[src/rtl/pss_pkg.sv]
// ----------------------------------------------------------------------------
// pss_pkg
// Shared types and constants of the position servo with stall stop.
// ----------------------------------------------------------------------------
package pss_pkg;

  localparam int SAMPLE_BITS_DEF = 10;

  // effort and end-stop limits
  localparam int EFFORT_LIMIT  = 600;
  localparam int END_STOP_HIGH = 1020;
  localparam int PULSE_MAX     = 4095;

  // shared multiplier geometry
  localparam int MUL_A_W = 20;
  localparam int MUL_B_W = 22;
  localparam int MUL_P_W = MUL_A_W + MUL_B_W;

  // divide by EFFORT_LIMIT through a reciprocal: floor(2^30 / 600)
  localparam int RECIP_SHIFT = 30;
  localparam int RECIP_600   = 1789569;
  localparam int NUM_W       = 19;

  // configuration port
  localparam int CFG_ADDR_W = 5;
  localparam int CFG_DATA_W = 32;

  typedef enum logic [2:0] {
    REG_GAIN_Q8          = 3'd0,
    REG_ARRIVE_TOLERANCE = 3'd1,
    REG_DEADBAND_EFFORT  = 3'd2,
    REG_NEUTRAL_PULSE_US = 3'd3,
    REG_POSITION_MAX     = 3'd4,
    REG_STALL_TIMEOUT_MS = 3'd5,
    REG_STALL_STEP       = 3'd6
  } reg_idx_t;

  typedef struct packed {
    logic signed [15:0] gain_q8;
    logic [9:0]         arrive_tolerance;
    logic [9:0]         deadband_effort;
    logic [11:0]        neutral_pulse_us;
    logic [9:0]         position_max;
    logic [15:0]        stall_timeout_ms;
    logic [7:0]         stall_step;
  } cfg_t;

endpackage

[src/rtl/position_servo_with_stall_stop_unit.sv]
// ----------------------------------------------------------------------------
// position_servo_with_stall_stop_unit
// Proportional position servo with deadband, end-stop and stall stop.
// ----------------------------------------------------------------------------
// Input channel (in_*): one transfer carries a target, a potentiometer sample
// and the millisecond time. Result channel (out_*): one transfer per input
// with drive_on, pulse_us and at_target. Both use valid/stall handshakes.
// Tuning registers sit on an APB-style port, one 32-bit word per register;
// write them only while the block is idle.
// An item that stops or detaches goes from the decide step straight to the
// done step; one that drives also passes the scale, reciprocal, back-multiply
// and fixup steps, because the gain product, the deadband scaling and the
// divide-by-600 (reciprocal multiply plus a back-multiply correction) all go
// through one shared multiplier in turn. in_stall stays high from acceptance
// until the result is loaded into the output register, so one item is in
// flight. A stalled result holds in the output register and the next item is
// accepted behind it; its result waits until the register frees.
// Reset restores the register defaults, sets the previous target to -1 and
// clears the stall anchor position and time.
// ----------------------------------------------------------------------------
module position_servo_with_stall_stop_unit #(
  parameter int SAMPLE_BITS = pss_pkg::SAMPLE_BITS_DEF
) (
  input  logic                             clk,
  input  logic                             rst_n,
  input  logic                             in_valid,
  output logic                             in_stall,
  input  logic signed [11:0]               in_target_pos,
  input  logic [SAMPLE_BITS-1:0]           in_measured_pos,
  input  logic [31:0]                      in_now_ms,
  output logic                             out_valid,
  input  logic                             out_stall,
  output logic                             out_drive_on,
  output logic [11:0]                      out_pulse_us,
  output logic                             out_at_target,
  input  logic                             psel,
  input  logic                             penable,
  input  logic                             pwrite,
  input  logic [pss_pkg::CFG_ADDR_W-1:0]   paddr,
  input  logic [pss_pkg::CFG_DATA_W-1:0]   pwdata,
  output logic [pss_pkg::CFG_DATA_W-1:0]   prdata,
  output logic                             pready
);
  import pss_pkg::*;

  cfg_t                      cfg;
  logic signed [MUL_A_W-1:0] mul_a;
  logic signed [MUL_B_W-1:0] mul_b;
  logic signed [MUL_P_W-1:0] mul_p;

  pss_cfg u_cfg (
    .clk     (clk),
    .rst_n   (rst_n),
    .psel    (psel),
    .penable (penable),
    .pwrite  (pwrite),
    .paddr   (paddr),
    .pwdata  (pwdata),
    .prdata  (prdata),
    .pready  (pready),
    .cfg     (cfg)
  );

  pss_mul u_mul (
    .clk   (clk),
    .mul_a (mul_a),
    .mul_b (mul_b),
    .mul_p (mul_p)
  );

  pss_core #(
    .SAMPLE_BITS (SAMPLE_BITS)
  ) u_core (
    .clk             (clk),
    .rst_n           (rst_n),
    .cfg             (cfg),
    .in_valid        (in_valid),
    .in_stall        (in_stall),
    .in_target_pos   (in_target_pos),
    .in_measured_pos (in_measured_pos),
    .in_now_ms       (in_now_ms),
    .out_valid       (out_valid),
    .out_stall       (out_stall),
    .out_drive_on    (out_drive_on),
    .out_pulse_us    (out_pulse_us),
    .out_at_target   (out_at_target),
    .mul_a           (mul_a),
    .mul_b           (mul_b),
    .mul_p           (mul_p)
  );

endmodule

[src/rtl/pss_cfg.sv]
// ----------------------------------------------------------------------------
// pss_cfg
// APB-style register file holding the servo tuning registers.
// ----------------------------------------------------------------------------
module pss_cfg (
  input  logic                             clk,
  input  logic                             rst_n,
  input  logic                             psel,
  input  logic                             penable,
  input  logic                             pwrite,
  input  logic [pss_pkg::CFG_ADDR_W-1:0]   paddr,
  input  logic [pss_pkg::CFG_DATA_W-1:0]   pwdata,
  output logic [pss_pkg::CFG_DATA_W-1:0]   prdata,
  output logic                             pready,
  output pss_pkg::cfg_t                    cfg
);
  import pss_pkg::*;

  cfg_t     cfg_r;
  cfg_t     cfg_nxt;
  reg_idx_t idx;
  logic     wr_en;

  assign pready = 1'b1;
  assign wr_en  = psel && penable && pwrite && pready;
  assign idx    = reg_idx_t'(paddr[4:2]);
  assign cfg    = cfg_r;

  always_comb begin
    cfg_nxt = cfg_r;
    if (wr_en) begin
      case (idx)
        REG_GAIN_Q8:          cfg_nxt.gain_q8          = $signed(pwdata[15:0]);
        REG_ARRIVE_TOLERANCE: cfg_nxt.arrive_tolerance = pwdata[9:0];
        REG_DEADBAND_EFFORT:  cfg_nxt.deadband_effort  = pwdata[9:0];
        REG_NEUTRAL_PULSE_US: cfg_nxt.neutral_pulse_us = pwdata[11:0];
        REG_POSITION_MAX:     cfg_nxt.position_max     = pwdata[9:0];
        REG_STALL_TIMEOUT_MS: cfg_nxt.stall_timeout_ms = pwdata[15:0];
        REG_STALL_STEP:       cfg_nxt.stall_step       = pwdata[7:0];
        default: ;
      endcase
    end
  end

  always_comb begin
    case (idx)
      REG_GAIN_Q8:          prdata = {{16{cfg_r.gain_q8[15]}}, cfg_r.gain_q8};
      REG_ARRIVE_TOLERANCE: prdata = 32'(cfg_r.arrive_tolerance);
      REG_DEADBAND_EFFORT:  prdata = 32'(cfg_r.deadband_effort);
      REG_NEUTRAL_PULSE_US: prdata = 32'(cfg_r.neutral_pulse_us);
      REG_POSITION_MAX:     prdata = 32'(cfg_r.position_max);
      REG_STALL_TIMEOUT_MS: prdata = 32'(cfg_r.stall_timeout_ms);
      REG_STALL_STEP:       prdata = 32'(cfg_r.stall_step);
      default:              prdata = '0;
    endcase
  end

  always_ff @(posedge clk) begin
    if (!rst_n) begin
      cfg_r.gain_q8          <= 16'sd256;
      cfg_r.arrive_tolerance <= 10'd10;
      cfg_r.deadband_effort  <= 10'd0;
      cfg_r.neutral_pulse_us <= 12'd1500;
      cfg_r.position_max     <= 10'd1023;
      cfg_r.stall_timeout_ms <= 16'd1000;
      cfg_r.stall_step       <= 8'd8;
    end else begin
      cfg_r <= cfg_nxt;
    end
  end

endmodule

[src/rtl/pss_mul.sv]
// ----------------------------------------------------------------------------
// pss_mul
// Shared signed multiplier with a registered product.
// ----------------------------------------------------------------------------
module pss_mul (
  input  logic                                clk,
  input  logic signed [pss_pkg::MUL_A_W-1:0]  mul_a,
  input  logic signed [pss_pkg::MUL_B_W-1:0]  mul_b,
  output logic signed [pss_pkg::MUL_P_W-1:0]  mul_p
);
  import pss_pkg::*;

  logic signed [MUL_P_W-1:0] prod_r;
  logic signed [MUL_P_W-1:0] prod_nxt;

  assign prod_nxt = mul_a * mul_b;
  assign mul_p    = prod_r;

  always_ff @(posedge clk) begin
    prod_r <= prod_nxt;
  end

endmodule

[src/rtl/pss_core.sv]
// ----------------------------------------------------------------------------
// pss_core
// Sequencer and datapath: stall tracking, stop decisions and effort shaping,
// driving the shared multiplier one product per step.
// ----------------------------------------------------------------------------
module pss_core #(
  parameter int SAMPLE_BITS = pss_pkg::SAMPLE_BITS_DEF
) (
  input  logic                                clk,
  input  logic                                rst_n,
  input  pss_pkg::cfg_t                       cfg,
  input  logic                                in_valid,
  output logic                                in_stall,
  input  logic signed [11:0]                  in_target_pos,
  input  logic [SAMPLE_BITS-1:0]              in_measured_pos,
  input  logic [31:0]                         in_now_ms,
  output logic                                out_valid,
  input  logic                                out_stall,
  output logic                                out_drive_on,
  output logic [11:0]                         out_pulse_us,
  output logic                                out_at_target,
  output logic signed [pss_pkg::MUL_A_W-1:0]  mul_a,
  output logic signed [pss_pkg::MUL_B_W-1:0]  mul_b,
  input  logic signed [pss_pkg::MUL_P_W-1:0]  mul_p
);
  import pss_pkg::*;

  localparam int EW = ((SAMPLE_BITS > 10) ? SAMPLE_BITS : 10) + 2;
  localparam int AW = SAMPLE_BITS + 2;

  typedef enum logic [7:0] {
    ST_IDLE      = 8'b0000_0001,
    ST_MUL_ERR   = 8'b0000_0010,
    ST_DECIDE    = 8'b0000_0100,
    ST_MUL_SCALE = 8'b0000_1000,
    ST_MUL_RECIP = 8'b0001_0000,
    ST_MUL_BACK  = 8'b0010_0000,
    ST_FIXUP     = 8'b0100_0000,
    ST_DONE      = 8'b1000_0000
  } state_t;

  state_t                  state_r, state_nxt;
  logic signed [11:0]      prev_target_r, prev_target_nxt;
  logic signed [AW-1:0]    anchor_pos_r, anchor_pos_nxt;
  logic [31:0]             anchor_time_r, anchor_time_nxt;
  logic                    out_valid_r, out_valid_nxt;

  logic [SAMPLE_BITS-1:0]  pos_r;
  logic [31:0]             now_r;
  logic signed [EW-1:0]    err_r;
  logic                    neg_r;
  logic [9:0]              cmag_r;
  logic [9:0]              dsat_r;
  logic [NUM_W-1:0]        n_r;
  logic [9:0]              q0_r;
  logic                    res_drive_r, res_at_r;
  logic [11:0]             res_pulse_r;
  logic                    out_drive_r, out_at_r;
  logic [11:0]             out_pulse_r;

  logic                    accept, load;
  logic [9:0]              tgt_clamp;
  logic signed [EW-1:0]    err_acc;

  // decide step
  logic [EW-1:0]           aerr;
  logic [EW-1:0]           pos_w;
  logic                    prod_pos, stop_now, moved, expired, stop;
  logic signed [AW:0]      drift;
  logic [AW:0]             dabs;
  logic [AW-1:0]           pos_a, half_a;
  logic [31:0]             deadline;
  logic [MUL_P_W-1:0]      pmag;
  logic [MUL_P_W-9:0]      effmag;
  logic                    eff_zero;
  logic [9:0]              cmag, dsat;

  // fixup step
  logic [NUM_W-1:0]        rem;
  logic [9:0]              q;
  logic [10:0]             em, emc;
  logic signed [13:0]      psum;
  logic [11:0]             pulse;

  assign accept    = in_valid && !in_stall;
  assign in_stall  = (state_r != ST_IDLE);
  assign load      = (state_r == ST_DONE) && (!out_valid_r || !out_stall);
  assign out_valid = out_valid_r;
  assign out_drive_on  = out_drive_r;
  assign out_pulse_us  = out_pulse_r;
  assign out_at_target = out_at_r;

  // clamp target to 0..position_max, then take the error
  always_comb begin
    if (in_target_pos[11]) begin
      tgt_clamp = '0;
    end else if (in_target_pos[10:0] > {1'b0, cfg.position_max}) begin
      tgt_clamp = cfg.position_max;
    end else begin
      tgt_clamp = in_target_pos[9:0];
    end
  end
  assign err_acc = $signed(EW'(tgt_clamp)) - $signed(EW'(in_measured_pos));

  // stop tests
  assign aerr     = err_r[EW-1] ? EW'(-err_r) : EW'(err_r);
  assign pos_w    = EW'(pos_r);
  assign prod_pos = !mul_p[MUL_P_W-1] && (mul_p != '0);
  assign stop_now = (aerr < EW'(cfg.arrive_tolerance)) ||
                    (prod_pos && (pos_r == '0)) ||
                    (prod_pos && (pos_w > EW'(END_STOP_HIGH)));
  assign pos_a    = AW'(pos_r);
  assign half_a   = AW'(cfg.stall_step[7:1]);
  assign drift    = $signed({anchor_pos_r[AW-1], anchor_pos_r}) - $signed({1'b0, pos_a});
  assign dabs     = drift[AW] ? (AW+1)'(-drift) : (AW+1)'(drift);
  assign moved    = dabs > (AW+1)'(cfg.stall_step);
  assign deadline = anchor_time_r + 32'(cfg.stall_timeout_ms);
  assign expired  = deadline < now_r;
  assign stop     = stop_now || (!moved && expired);

  // effort = product / 256 toward zero, clamped to the effort limit
  assign pmag     = mul_p[MUL_P_W-1] ? MUL_P_W'(-mul_p) : MUL_P_W'(mul_p);
  assign effmag   = pmag[MUL_P_W-1:8];
  assign eff_zero = (effmag == '0);
  assign cmag     = (effmag > (MUL_P_W-8)'(EFFORT_LIMIT)) ? 10'(EFFORT_LIMIT) : effmag[9:0];
  assign dsat     = (cfg.deadband_effort > 10'(EFFORT_LIMIT)) ? 10'(EFFORT_LIMIT)
                                                              : cfg.deadband_effort;

  // quotient correction, deadband offset and pulse saturation
  assign rem   = n_r - mul_p[NUM_W-1:0];
  assign q     = q0_r + 10'(rem >= NUM_W'(EFFORT_LIMIT));
  assign em    = 11'(q) + 11'(dsat_r);
  assign emc   = (em > 11'(EFFORT_LIMIT)) ? 11'(EFFORT_LIMIT) : em;
  assign psum  = neg_r ? $signed(14'(cfg.neutral_pulse_us)) - $signed(14'(emc))
                       : $signed(14'(cfg.neutral_pulse_us)) + $signed(14'(emc));
  assign pulse = psum[13] ? 12'd0
               : ((psum > $signed(14'(PULSE_MAX))) ? 12'(PULSE_MAX) : psum[11:0]);

  // multiplier operand select
  always_comb begin
    unique case (state_r)
      ST_MUL_ERR: begin
        mul_a = MUL_A_W'(err_r);
        mul_b = MUL_B_W'(cfg.gain_q8);
      end
      ST_MUL_SCALE: begin
        mul_a = $signed(MUL_A_W'(cmag_r));
        mul_b = $signed(MUL_B_W'(10'(EFFORT_LIMIT) - dsat_r));
      end
      ST_MUL_RECIP: begin
        mul_a = $signed(MUL_A_W'(mul_p[NUM_W-1:0]));
        mul_b = $signed(MUL_B_W'(RECIP_600));
      end
      ST_MUL_BACK: begin
        mul_a = $signed(MUL_A_W'(mul_p[RECIP_SHIFT+9:RECIP_SHIFT]));
        mul_b = $signed(MUL_B_W'(EFFORT_LIMIT));
      end
      default: begin
        mul_a = '0;
        mul_b = '0;
      end
    endcase
  end

  // sequencer and tracking state
  always_comb begin
    state_nxt       = state_r;
    prev_target_nxt = prev_target_r;
    anchor_pos_nxt  = anchor_pos_r;
    anchor_time_nxt = anchor_time_r;
    out_valid_nxt   = out_valid_r && out_stall;
    unique case (state_r)
      ST_IDLE: begin
        if (accept) begin
          state_nxt = ST_MUL_ERR;
          // a new target restarts stall tracking
          if (in_target_pos != prev_target_r) begin
            prev_target_nxt = in_target_pos;
            anchor_pos_nxt  = AW'(in_measured_pos);
            anchor_time_nxt = in_now_ms;
          end
        end
      end
      ST_MUL_ERR:   state_nxt = ST_DECIDE;
      ST_DECIDE: begin
        if (!stop_now && moved) begin
          anchor_pos_nxt  = (!err_r[EW-1] && (err_r != '0)) ? pos_a - half_a : pos_a + half_a;
          anchor_time_nxt = now_r;
        end
        state_nxt = (stop || eff_zero) ? ST_DONE : ST_MUL_SCALE;
      end
      ST_MUL_SCALE: state_nxt = ST_MUL_RECIP;
      ST_MUL_RECIP: state_nxt = ST_MUL_BACK;
      ST_MUL_BACK:  state_nxt = ST_FIXUP;
      ST_FIXUP:     state_nxt = ST_DONE;
      ST_DONE: begin
        if (load) begin
          out_valid_nxt = 1'b1;
          state_nxt     = ST_IDLE;
        end
      end
      default: state_nxt = ST_IDLE;
    endcase
  end

  always_ff @(posedge clk) begin
    if (!rst_n) begin
      state_r       <= ST_IDLE;
      prev_target_r <= -12'sd1;
      anchor_pos_r  <= '0;
      anchor_time_r <= '0;
      out_valid_r   <= 1'b0;
    end else begin
      state_r       <= state_nxt;
      prev_target_r <= prev_target_nxt;
      anchor_pos_r  <= anchor_pos_nxt;
      anchor_time_r <= anchor_time_nxt;
      out_valid_r   <= out_valid_nxt;
    end
  end

  always_ff @(posedge clk) begin
    if (accept) begin
      pos_r <= in_measured_pos;
      now_r <= in_now_ms;
      err_r <= err_acc;
    end
    if (state_r == ST_DECIDE) begin
      neg_r       <= mul_p[MUL_P_W-1];
      cmag_r      <= cmag;
      dsat_r      <= dsat;
      res_drive_r <= 1'b0;
      res_pulse_r <= '0;
      res_at_r    <= stop;
    end
    if (state_r == ST_MUL_RECIP) begin
      n_r <= mul_p[NUM_W-1:0];
    end
    if (state_r == ST_MUL_BACK) begin
      q0_r <= mul_p[RECIP_SHIFT+9:RECIP_SHIFT];
    end
    if (state_r == ST_FIXUP) begin
      res_drive_r <= 1'b1;
      res_pulse_r <= pulse;
      res_at_r    <= 1'b0;
    end
    // hold the result while the receiver stalls
    if (load) begin
      out_drive_r <= res_drive_r;
      out_pulse_r <= res_pulse_r;
      out_at_r    <= res_at_r;
    end
  end

  a_accept_starts: assert property (@(posedge clk) disable iff (!rst_n)
    accept |=> state_r == ST_MUL_ERR)
    else $error("accepted transfer did not start the sequence");

  a_load_from_done: assert property (@(posedge clk) disable iff (!rst_n)
    $rose(out_valid_r) |-> $past(state_r == ST_DONE))
    else $error("result appeared outside the done step");

  a_stop_detached: assert property (@(posedge clk) disable iff (!rst_n)
    out_valid_r && out_at_r |-> !out_drive_r && out_pulse_r == '0)
    else $error("stop result still drives the servo");

  a_detach_pulse: assert property (@(posedge clk) disable iff (!rst_n)
    out_valid_r && !out_drive_r |-> out_pulse_r == '0)
    else $error("detached result carries a pulse width");

endmodule

[config.mk]
export PLATFORM = sky130hd
export DESIGN_NAME = position_servo_with_stall_stop_unit
export DESIGN_NICKNAME = d
export VERILOG_FILES = /design/src/rtl/pss_pkg.sv /design/src/rtl/position_servo_with_stall_stop_unit.sv /design/src/rtl/pss_cfg.sv /design/src/rtl/pss_mul.sv /design/src/rtl/pss_core.sv
export SDC_FILE = /design/constraint.sdc
export NUM_CORES = 2
export LEC_CHECK = 0
export BUFFER_PORTS_ARGS = -buffer_cell sky130_fd_sc_hd__buf_2
export CAP_MARGIN = 20
export CORE_AREA = 3 3 309 311
export CTS_CLUSTER_SIZE = 25
export DETAILED_ROUTE_END_ITERATION = 8
export DIE_AREA = 0 0 312 314
export GPL_TIMING_DRIVEN = 0
export HOLD_SLACK_MARGIN = 0.06
export RECOVER_POWER = 25
export SETUP_SLACK_MARGIN = 0.4
export SYNTH_ARGS = -nofsm -noshare
export SYNTH_HDL_FRONTEND = slang
export SYNTH_HIERARCHICAL = 1
export SYNTH_SLANG_ARGS = --single-unit
[constraint.sdc]
create_clock -name clk -period 15.5 [get_ports clk]
set_input_delay 3.1 -clock clk [delete_from_list [all_inputs] [get_ports clk]]
set_output_delay 3.1 -clock clk [all_outputs]
set_load 0.02 [all_outputs]
==> metrics.txt <==
run status complete, but fails checks; violated checks max-capacitance violations, max-slew violations; Post-route DRC 0; hold_ws about 0.42 ns; main flop type after synthesis dfxtp_1; Max Clock Freq 92.3 MHz; yosys warns 6; R2R cell count 26; placed cells between 5000 and 6000; skew final slightly above 0.03 ns; CP Launch Type flop; average via count per standard cell between 5 and 6; Final setup viols 0; vias in the first global route 29400; Setup TNS 0 ns; CTS max path bufs 3; Final ANT Viol Nets 0; routed length per placed instance between 20 and 25 µm; Worst Setup Slack, final between 4 and 5 ns; TritonCTS clock tree done; endpoints failing hold 0; CP Max Fanout 28; PwrDens ~56 mW/mm²; Final nets 5126; Worst R2R Setup Slack 4.66 ns; VDD IR max between 0.00007 and 0.00008 V; largest net degree at the start of global routing 63; DR pass1 iterations 5; max-slew violation total from the final report 29; cell repeated most along the worst path fa_1; Fill cells 9317; Post-CTS Setup Inserts 0; via count between 20000 and 30000; share of cells above drive strength 1 6.49%; Die Width roughly 310 µm; Tmin final between 10 and 15 ns; min-delay worst type flop to flop; Core Box Area slightly above 0.09 mm²; CP max stage delay 1.19 ns; ys async rst share 0%; post-layout util between 40% and 50%; first-pass GRT wire length between 150 and 200 mm; CTS Sinks 320; clk_lat worst skew a little under 0.6 ns; count of cell types in the netlist 99; Syn Std Cell Area around 0.037 mm²; design area about 0.041 mm²; Max-slew headroom -4.80%; IO Count around 150; Critical Path RT around 16 ns; die area around 0.098 mm²; worst hold stages 0; Buf/Inv on CP 6; Area Growth Syn to Fin 9.32%; std cell rows 112; CTS buffer count 39; hold_buf cts 0; synthesized flop and latch total between 300 and 400; cts repair resizes 0; CP max-delay cell clkbuf_1; CP delay by family, top adder cells; Endpoint, Worst Hold u_core/out_pulse_us[8]$_DFFE_PP_; Iter 0 DRT Violations between 2000 and 2500; Synth Instances just over 4000; Syn Area/Cell approximately 9.0 µm²; Routed WL 112 mm; RePlAce Congestion approximately 0.92; actual slew at the worst max-slew pin ~1.6 ns; initial antenna violation count 1; post-DP HPWL a little over 90 mm; P_leak between 15 and 20 nW; part of the cycle the worst path needs between 60% and 70%; Die H between 300 and 400 µm; RSZ-0062 raised after global routing no; syn_nets between 4000 and 5000; CTS clock-pin slew for the worst setup and hold paths around 0.06 ns; R2R Path Start u_core/state_r[5]$_SDFFE_PN0P_; min-delay src u_core/res_pulse_r[8]$_SDFFCE_PP0P_; final cell count without fillers about 5600; total global routing overflow 0; CTS H-tree lvls 2; critical path type flop to flop; port bufs about 120; clock root buffer clkbuf_16; R2R Path End u_mul/mul_p[39]$_DFF_P_; CP arrival 11.22 ns; Tot GR Track Use 22.8%; Post-synth EDFFs ~130; Tot Pwr between 2 and 2.5 mW; setup slack at placement between 4 and 5 ns; Post-DP Area roughly 0.039 mm²; max-cap violations 1; Critical Path Start u_core/state_r[5]$_SDFFE_PN0P_; Initial Util 39.9%; sequential area share after synthesis ~21%; CP endpoint kind flop
-- power by group --
group | internal [mW] | leakage [nW] | switching, mW
clock | 0.514 | 0.611 | 0.382
combinational | 0.176 | 15.9 | 0.275
sequential | 0.913 | 2.81 | 0.0329
total | 1.60 | 19.3 | 0.690
-- routing by layer --
metal	vias up	routed length, µm	track usage, %
met3	160	7870	3.44
li1	13800	-	-
met2	1014	51500	37.0
met5	-	0	0
met1	14700	48700	31.7
met4	0	3490	6.68
-- logic make-up after synthesis --
| kind of cell | after synthesis | synth area share, % |
|---|---|---|
| xor+xnor | 163 | 3.84 |
| mux | 105 | 2.85 |
| other cells | 3 | 0.0303 |
| compound gates | 660 | 12.2 |
| fa+ha+maj | 743 | 34.4 |
| buf+inv | 884 | 9.39 |
| simple gates | 1237 | 16.6 |
| flops | 320 | 20.7 |
-- area by class of cell --
type                    instances  area (µm²)  share of cell area, %
well taps                    1254        1570                   3.86
inverters                     683        2560                   6.31
clock inverters                12        95.1                  0.234
plain buffers                 201         931                   2.29
flip-flops and latches        320        7700                   18.9
clock buffers                  59        1140                   2.82
repair buffers                129         641                   1.58
diodes                          1        2.50                0.00616
multi-input cells            2911       26000                   64.0
-- flip-flops by register name (all words and copies together), names as in the netlist, 8 cells and up --
signal                count
u_cfg/cfg                82
u_core/anchor_pos_r      12
u_core/anchor_time_r     32
u_core/cmag_r            10
u_core/dsat_r            10
u_core/err_r             11
u_core/n_r               19
u_core/now_r             32
u_core/out_pulse_us      12
u_core/pos_r             10
u_core/prev_target_r     12
u_core/q0_r              10
u_core/res_pulse_r       12
u_core/state_r            8
u_mul/mul_p              42
-- how the worst max path moves through the flow --
stage / cells after the start / end
6_report: 26 / u_mul/mul_p[39]$_DFF_P_
5_1_grt: 25 / u_mul/mul_p[39]$_DFF_P_
4_1_cts: 25 / u_mul/mul_p[39]$_DFF_P_
3_5_place_dp: 25 / u_mul/mul_p[39]$_DFF_P_
3_3_place_gp: 25 / u_mul/mul_p[39]$_DFF_P_
2_1_floorplan: 5 / prdata[17]
-- cells in the mapped netlist (all sizes together), types with 7 or more instances --
cell / number / area share [%]
and2: 224 / 3.8
a31oi: 19 / 0.34
nor2b: 33 / 0.56
inv: 682 / 6.9
o21bai: 12 / 0.24
o211ai: 33 / 0.67
nand2b: 39 / 0.66
a22oi: 21 / 0.42
nor3: 71 / 1.0
xor2: 42 / 0.99
edfxtp: 129 / 10
and3: 23 / 0.39
buf: 58 / 1.0
mux2i: 98 / 2.6
or3: 8 / 0.13
nand3b: 8 / 0.16
o311ai: 12 / 0.28
nor4: 19 / 0.40
nand2: 468 / 4.7
ha: 279 / 9.4
o211a: 23 / 0.62
a2111oi: 10 / 0.24
o22ai: 15 / 0.25
a21o: 45 / 0.91
clkbuf: 143 / 1.4
o21ai: 137 / 1.9
nor3b: 14 / 0.28
or2: 21 / 0.35
o221ai: 23 / 0.54
dfxtp: 191 / 10
mux2: 7 / 0.21
nand3: 59 / 0.81
a311oi: 15 / 0.45
nor2: 191 / 2.0
a211o: 17 / 0.40
a21oi: 144 / 1.9
a21boi: 13 / 0.27
o31ai: 21 / 0.42
a211oi: 18 / 0.39
xnor2: 121 / 2.9
o21a: 26 / 0.53
nand4: 35 / 0.61
fa: 464 / 25
-- worst reg2reg max path, stage by stage (launching register included) --
cell and delay (ns):
dfxtp_1 0.33, nor4_1 0.62, and4b_1 0.29, clkbuf_1 0.29, clkbuf_1 1.19, a22oi_1 0.23
nand2_1 0.29, clkbuf_1 0.64, nand2_1 0.24, fa_1 0.70, inv_1 0.13, fa_1 0.93
fa_1 0.55, fa_1 0.50, fa_1 0.54, inv_1 0.05, fa_1 0.55, fa_1 0.53
inv_1 0.04, ha_1 0.35, a21o_1 0.20, a21o_1 0.16, a21oi_1 0.14, o21ai_0 0.20
o21ai_0 0.27, a21oi_1 0.13, o311ai_0 0.58
-- cell usage in the layout, fill, tap and decap left out, types with 15 or more instances in the layout --
cell / instances
o31ai_1: 21
inv_1: 682
dfxtp_1: 191
nor3_1: 66
nand2b_1: 39
o221ai_1: 23
a21o_1: 45
buf_4: 26
o211ai_1: 33
a22oi_1: 21
mux2i_1: 98
clkbuf_1: 187
fa_1: 464
nor2_1: 184
xor2_1: 42
a21oi_1: 142
ha_1: 279
nand3_1: 58
o21a_1: 26
buf_2: 114
nand2_1: 466
o21ai_0: 131
o22ai_1: 15
nor2b_1: 33
and2_1: 224
nand4_1: 34
a211o_1: 17
or2_2: 17
a31oi_1: 18
xnor2_1: 121
edfxtp_1: 129
a211oi_1: 16
clkbuf_16: 41
o211a_1: 23
and3_1: 22
nor4_1: 17
Power figures use the tool's default switching activity.
